`src/sv/csmm_pkg.sv`:
```
// ----------------------------------------------------------------------------
// csmm_pkg
// Shared types and constants for the complex square matrix multiplier.
// ----------------------------------------------------------------------------
package csmm_pkg;

  localparam int MAX_SIZE_DEF   = 8;
  localparam int PART_WIDTH_DEF = 16;

  // full-precision result part
  localparam int OUT_WIDTH   = 36;
  localparam int OUT_TDATA_W = ((2 * OUT_WIDTH + 7) / 8) * 8;

  localparam int CFG_WIDTH = 4;
  localparam logic [CFG_WIDTH-1:0] SIZE_RESET = 4'd8;

  // control bits that travel with an a element along the cell chain
  typedef struct packed {
    logic valid;
    logic first;
  } tok_ctrl_t;

endpackage

```
`src/sv/csmm_cell.sv`:
```
// ----------------------------------------------------------------------------
// csmm_cell
// One multiply-accumulate cell: holds column CELL_IDX of B, multiplies the
// passing a element by B[k][CELL_IDX] and accumulates one element of C.
// ----------------------------------------------------------------------------
module csmm_cell #(
  parameter int PART_WIDTH = csmm_pkg::PART_WIDTH_DEF,
  parameter int MAX_SIZE   = csmm_pkg::MAX_SIZE_DEF,
  parameter int CELL_IDX   = 0
) (
  input  logic                                   clk,
  input  logic                                   rst_n,
  // token from the left neighbor
  input  csmm_pkg::tok_ctrl_t                    tok_ctl_i,
  input  logic [$clog2(MAX_SIZE)-1:0]            tok_k_i,
  input  logic signed [PART_WIDTH-1:0]           tok_a_re_i,
  input  logic signed [PART_WIDTH-1:0]           tok_a_im_i,
  // token to the right neighbor
  output csmm_pkg::tok_ctrl_t                    tok_ctl_o,
  output logic [$clog2(MAX_SIZE)-1:0]            tok_k_o,
  output logic signed [PART_WIDTH-1:0]           tok_a_re_o,
  output logic signed [PART_WIDTH-1:0]           tok_a_im_o,
  // b element load
  input  logic                                   wr_en,
  input  logic [$clog2(MAX_SIZE)-1:0]            wr_row,
  input  logic [$clog2(MAX_SIZE)-1:0]            wr_col,
  input  logic signed [PART_WIDTH-1:0]           wr_re,
  input  logic signed [PART_WIDTH-1:0]           wr_im,
  // accumulated element
  output logic signed [csmm_pkg::OUT_WIDTH-1:0]  acc_re,
  output logic signed [csmm_pkg::OUT_WIDTH-1:0]  acc_im
);

  localparam int IDX_W  = $clog2(MAX_SIZE);
  localparam int PROD_W = 2 * PART_WIDTH;
  localparam int OUT_W  = csmm_pkg::OUT_WIDTH;
  localparam int SUM_W  = (PROD_W + 2 > OUT_W) ? PROD_W + 2 : OUT_W;

  logic [2*PART_WIDTH-1:0] b_mem [MAX_SIZE];

  // stage 1: b read, token held (also the hand-off to the neighbor)
  csmm_pkg::tok_ctrl_t         ctl1_r;
  logic [IDX_W-1:0]            k1_r;
  logic signed [PART_WIDTH-1:0] a_re_r, a_im_r, b_re_r, b_im_r;
  // stage 2: products
  csmm_pkg::tok_ctrl_t         ctl2_r;
  logic signed [PROD_W-1:0]    p_rr_r, p_ii_r, p_ri_r, p_ir_r;
  logic signed [PROD_W-1:0]    p_rr_nxt, p_ii_nxt, p_ri_nxt, p_ir_nxt;
  // stage 3: accumulate
  logic signed [OUT_W-1:0]     acc_re_r, acc_im_r, acc_re_nxt, acc_im_nxt;
  logic signed [SUM_W-1:0]     term_re, term_im;

  always_ff @(posedge clk) begin
    if (wr_en && wr_col == IDX_W'(CELL_IDX)) begin
      b_mem[wr_row] <= {wr_im, wr_re};
    end
    {b_im_r, b_re_r} <= b_mem[tok_k_i];
  end

  always_comb begin
    p_rr_nxt = a_re_r * b_re_r;
    p_ii_nxt = a_im_r * b_im_r;
    p_ri_nxt = a_re_r * b_im_r;
    p_ir_nxt = a_im_r * b_re_r;
  end

  always_comb begin
    term_re    = SUM_W'(p_rr_r) - SUM_W'(p_ii_r);
    term_im    = SUM_W'(p_ri_r) + SUM_W'(p_ir_r);
    acc_re_nxt = acc_re_r;
    acc_im_nxt = acc_im_r;
    if (ctl2_r.valid) begin
      acc_re_nxt = (ctl2_r.first ? '0 : acc_re_r) + term_re[OUT_W-1:0];
      acc_im_nxt = (ctl2_r.first ? '0 : acc_im_r) + term_im[OUT_W-1:0];
    end
  end

  always_ff @(posedge clk) begin
    if (!rst_n) begin
      ctl1_r <= '0;
      ctl2_r <= '0;
    end else begin
      ctl1_r <= tok_ctl_i;
      ctl2_r <= ctl1_r;
    end
  end

  always_ff @(posedge clk) begin
    k1_r     <= tok_k_i;
    a_re_r   <= tok_a_re_i;
    a_im_r   <= tok_a_im_i;
    p_rr_r   <= p_rr_nxt;
    p_ii_r   <= p_ii_nxt;
    p_ri_r   <= p_ri_nxt;
    p_ir_r   <= p_ir_nxt;
    acc_re_r <= acc_re_nxt;
    acc_im_r <= acc_im_nxt;
  end

  assign tok_ctl_o  = ctl1_r;
  assign tok_k_o    = k1_r;
  assign tok_a_re_o = a_re_r;
  assign tok_a_im_o = a_im_r;
  assign acc_re     = acc_re_r;
  assign acc_im     = acc_im_r;

endmodule

```
`config.mk`:
```
export PLATFORM = sky130hd
export DESIGN_NAME = csmm_cell
export DESIGN_NICKNAME = d
export VERILOG_FILES = /design/src/sv/csmm_pkg.sv /design/src/sv/csmm_cell.sv
export SDC_FILE = /design/constraint.sdc
export NUM_CORES = 2
export LEC_CHECK = 0
export BUFFER_PORTS_ARGS = -buffer_cell sky130_fd_sc_hd__buf_2
export CAP_MARGIN = 30
export CORE_AREA = 2 2 390 392
export CTS_BUF_LIST = sky130_fd_sc_hd__clkbuf_2
export DETAILED_ROUTE_END_ITERATION = 6
export DIE_AREA = 0 0 392 394
export PLACE_DENSITY_LB_ADDON = 0.12
export SETUP_SLACK_MARGIN = 0.02
export SYNTH_ARGS = -nofsm -noshare
export SYNTH_HDL_FRONTEND = slang
export SYNTH_SLANG_ARGS = --single-unit
```
`constraint.sdc`:
```
create_clock -name clk -period 14.2 [get_ports clk]
set_input_delay 0 -clock clk [delete_from_list [all_inputs] [get_ports clk]]
set_output_delay 0 -clock clk [all_outputs]
set_load 0.02 [all_outputs]
```
==> impl_summary.log <==
[metrics] most frequent cells after synthesis: 1230 x sky130_fd_sc_hd__inv_1, 1052 x sky130_fd_sc_hd__fa_1, 566 x sky130_fd_sc_hd__nand2_1, 523 x sky130_fd_sc_hd__and2_1, 462 x sky130_fd_sc_hd__ha_1
[metrics] WS Path Type: register to register
[metrics] final weighted congestion in routability-driven placement: 0.878
[metrics] area of the core: 151000 µm²
[metrics] final setup violating endpoints: 0
[metrics] maximum clock frequency: 140 MHz
[metrics] setup repair after global routing missed its margin: false
[metrics] number of buffers inserted by port buffering: 186
[metrics] number of hold-slack violations in the final timing report: 0
[metrics] slew margin rel.: 0.277
[metrics] most area-hungry cell type in the Yosys netlist: sky130_fd_sc_hd__fa_1
[metrics] gr usage total: 0.212
[metrics] FFs w/ async S/R, synth: 0
[metrics] number of warning messages in the yosys log: 0
[metrics] count of state elements after synthesis: 527
[metrics] cell seen most often among critical-path stages: sky130_fd_sc_hd__fa_1
[metrics] # IOs: 187
[metrics] root buf cell: sky130_fd_sc_hd__clkbuf_2
[metrics] Detailed Route WL: 157000 µm
[metrics] minimum clock period: 7.12 ns
[metrics] final core utilization: 0.466
[metrics] run status: finished, final reports clean
[metrics] area growth from synthesis to layout: 11.9%
[metrics] overflow left after global routing: 0
[metrics] DR DRC count: 0
[metrics] Arrival @ worst endpoint: 8.50 ns
[metrics] total placed instance area: 66000 µm²
[metrics] final net count: 8173
[metrics] CP Launch Type: register
[metrics] TritonCTS buffer count: 154
[metrics] setup repair bufs after CTS: 0
[metrics] list of cells traversed by the critical path: inv_1 -> buf_4 -> nor2_1 -> fa_1 -> fa_1 -> fa_1 -> fa_1 -> fa_1 -> inv_1 -> fa_1 -> inv_1 -> ha_1 -> nand4_1 -> nor2_1 -> inv_1 -> o32ai_1 -> o2111ai_1 -> nand3_1 -> a311o_1 -> a21oi_1 -> xnor2_1
[metrics] Antenna Violating Nets Remaining: 0
[metrics] number of buffers on the longest clock path: 3
[metrics] average via count per standard cell: 5.00
[metrics] row count: 143
[metrics] number of instances resized during post-cts repair: 0
[metrics] net count after synthesis: 7728
[metrics] number of antenna violations at the first check in global routing: 15
[metrics] clock tree from TritonCTS: done
[metrics] ratio of cells with drive above 1 in the final layout: 0.0989
[metrics] design area: 70200 µm²
[metrics] slowest CP cell: sky130_fd_sc_hd__inv_1
[metrics] cts hold-fix bufs: 260
[metrics] maximum level of the CTS H-tree: 4
[metrics] data required time at the worst endpoint: 15.58 ns
[metrics] accumulated negative setup slack: 0 ns
[metrics] detail-routed net length per standard cell: 18.0 µm
[metrics] most instantiated library cell after synthesis: sky130_fd_sc_hd__inv_1
[metrics] Synth Area per Inst: 10.2 µm²
[metrics] Worst Max-Slew Pin Slew: 1.08 ns
[metrics] Post-synth EDFFs: 328
[metrics] Die Outline Area: 154000 µm²
[metrics] starting density of the core: 0.416
[metrics] count of unique library cells instantiated by Yosys: 85
[metrics] number of vias in the routed layout: 43785
[metrics] DPL Wire Length: 114000 µm
[metrics] number of sinks driven by the clock tree: 527
[metrics] first-pass GRT wire length: 255000 µm
[metrics] setup clock skew after layout: 0.159 ns
[metrics] Die Y: 394 µm
[metrics] pin count of the biggest net entering global routing: 55
[metrics] number of standard cells after synthesis: 6136
[metrics] x dimension of the die: 392 µm
[metrics] summed instance area of the synthesized netlist: 62700 µm²
[metrics] Crit Path Max Fanout: 14
[metrics] Max stage delay on crit path: 0.68 ns
[metrics] count of max-cap constraint violations: 0
[metrics] sequential element share of the synthesized area: 0.221
[metrics] clock latency on the worst-skew pair: 1.59 ns
[metrics] prevailing post-synth register cell: sky130_fd_sc_hd__edfxtp_1
[metrics] final cycle utilization of the critical path: 0.501
[metrics] violation count after the first detailed-route iteration: 2468
[metrics] final max-slew violation count: 0
[metrics] worst hold path class: primary input to register
[metrics] count of fill cells added during filler insertion: 14521
[metrics] total iterations of the first detailed-routing run: 5
[metrics] clock-pin transition on the worst setup and hold timing paths: 0.10 ns
[metrics] proportion of netlist area held by the largest area contributor: 0.336
[metrics] leading cell types by total area after synthesis: sky130_fd_sc_hd__fa_1 34%, sky130_fd_sc_hd__edfxtp_1 16%, sky130_fd_sc_hd__ha_1 9.2%
[metrics] sort of element at the end of the critical path: register
[metrics] vias in the first global route: 45788
-- flip-flops by register name, summed over array words and instances, names as in the netlist --
register and flops:
p_ir_r 32, p_rr_r 32, acc_re 36, p_ri_r 32, tok_a_re_o 16, tok_a_im_o 16
tok_k_o 3, tok_ctl_o 2, ctl2_r 2, b_im_r 16, b_mem 256, b_re_r 16
acc_im 36, p_ii_r 32
-- worst max-delay path, delay by kind of cell (launching register included) --
| kind | cells | cell delay (ns) |
|---|---|---|
| fa+ha+maj | 7 | 3.27 |
| compound gates | 4 | 1.31 |
| buf+inv | 5 | 1.21 |
| simple gates | 4 | 0.69 |
| flops | 1 | 0.32 |
| xor+xnor | 1 | 0.12 |
-- cell type report --
| class | count | area, µm² | share of cell area |
|---|---|---|---|
| clock inverters | 60 | 377 | 0.00537 |
| inverters | 1230 | 4620 | 0.0658 |
| clock buffers | 228 | 1140 | 0.0163 |
| flip-flops and latches | 527 | 13800 | 0.197 |
| diodes | 10 | 25.0 | 0.000357 |
| multi-input cells | 4141 | 43400 | 0.618 |
| repair buffers | 527 | 4230 | 0.0603 |
| well taps | 2030 | 2540 | 0.0362 |
-- cell families after synthesis --
kind of cell,after synthesis,synth area share
flip-flops,527,0.221
AO/OA/AOI/OAI,643,0.0687
buffers and inverters,1468,0.0881
XOR/XNOR,232,0.0324
adder cells (fa/ha/maj),1514,0.428
AND/OR/NAND/NOR,1653,0.133
multiplexers,99,0.0292
-- cells in the final DEF (no fill, tap or decap), drive strengths merged, types with 102 or more instances in the layout --
master	count
ha	462
nand2	566
fa	1052
clkbuf	230
o21ai	102
nor2	195
dlygate4sd3	260
a21o	103
edfxtp	328
buf	265
dfxtp	199
and2	523
inv	1237
xnor2	175
a21oi	189
-- path summary, 6_finish.rpt --
path / start / endpoint / slack (ns) / cells past startpoint
worst max-delay path: b_re_r[15] / p_ir_r[31] / 7.08 / 21
worst min-delay path: tok_a_im_i[10] / tok_a_im_o[10] / 0.26 / 4
worst max register to register: b_re_r[15] / p_ir_r[31] / 7.08 / 21
worst min register to register: tok_ctl_o[1] / ctl2_r[1] / 0.49 / 1
-- through the flow --
stage               cells  hold slack (ns)  worst slack [ns]
floorplan            6136           0.0277              7.89
global placement     8188            0.102              7.05
detailed placement   8192            0.104              7.28
CTS                  8740          0.00238              7.17
global route         8748           0.0944              6.80
finish               8753            0.257              7.08
-- per-layer routing --
layer | wire (µm) | GRT usage
met5 | 32 | 0
met4 | 4710 | 0.0664
met3 | 8560 | 0.0356
met2 | 70700 | 0.325
met1 | 73400 | 0.308
Power is not shown: default switching activity piles up to over one toggle a cycle in this logic, so the estimate is an artifact.
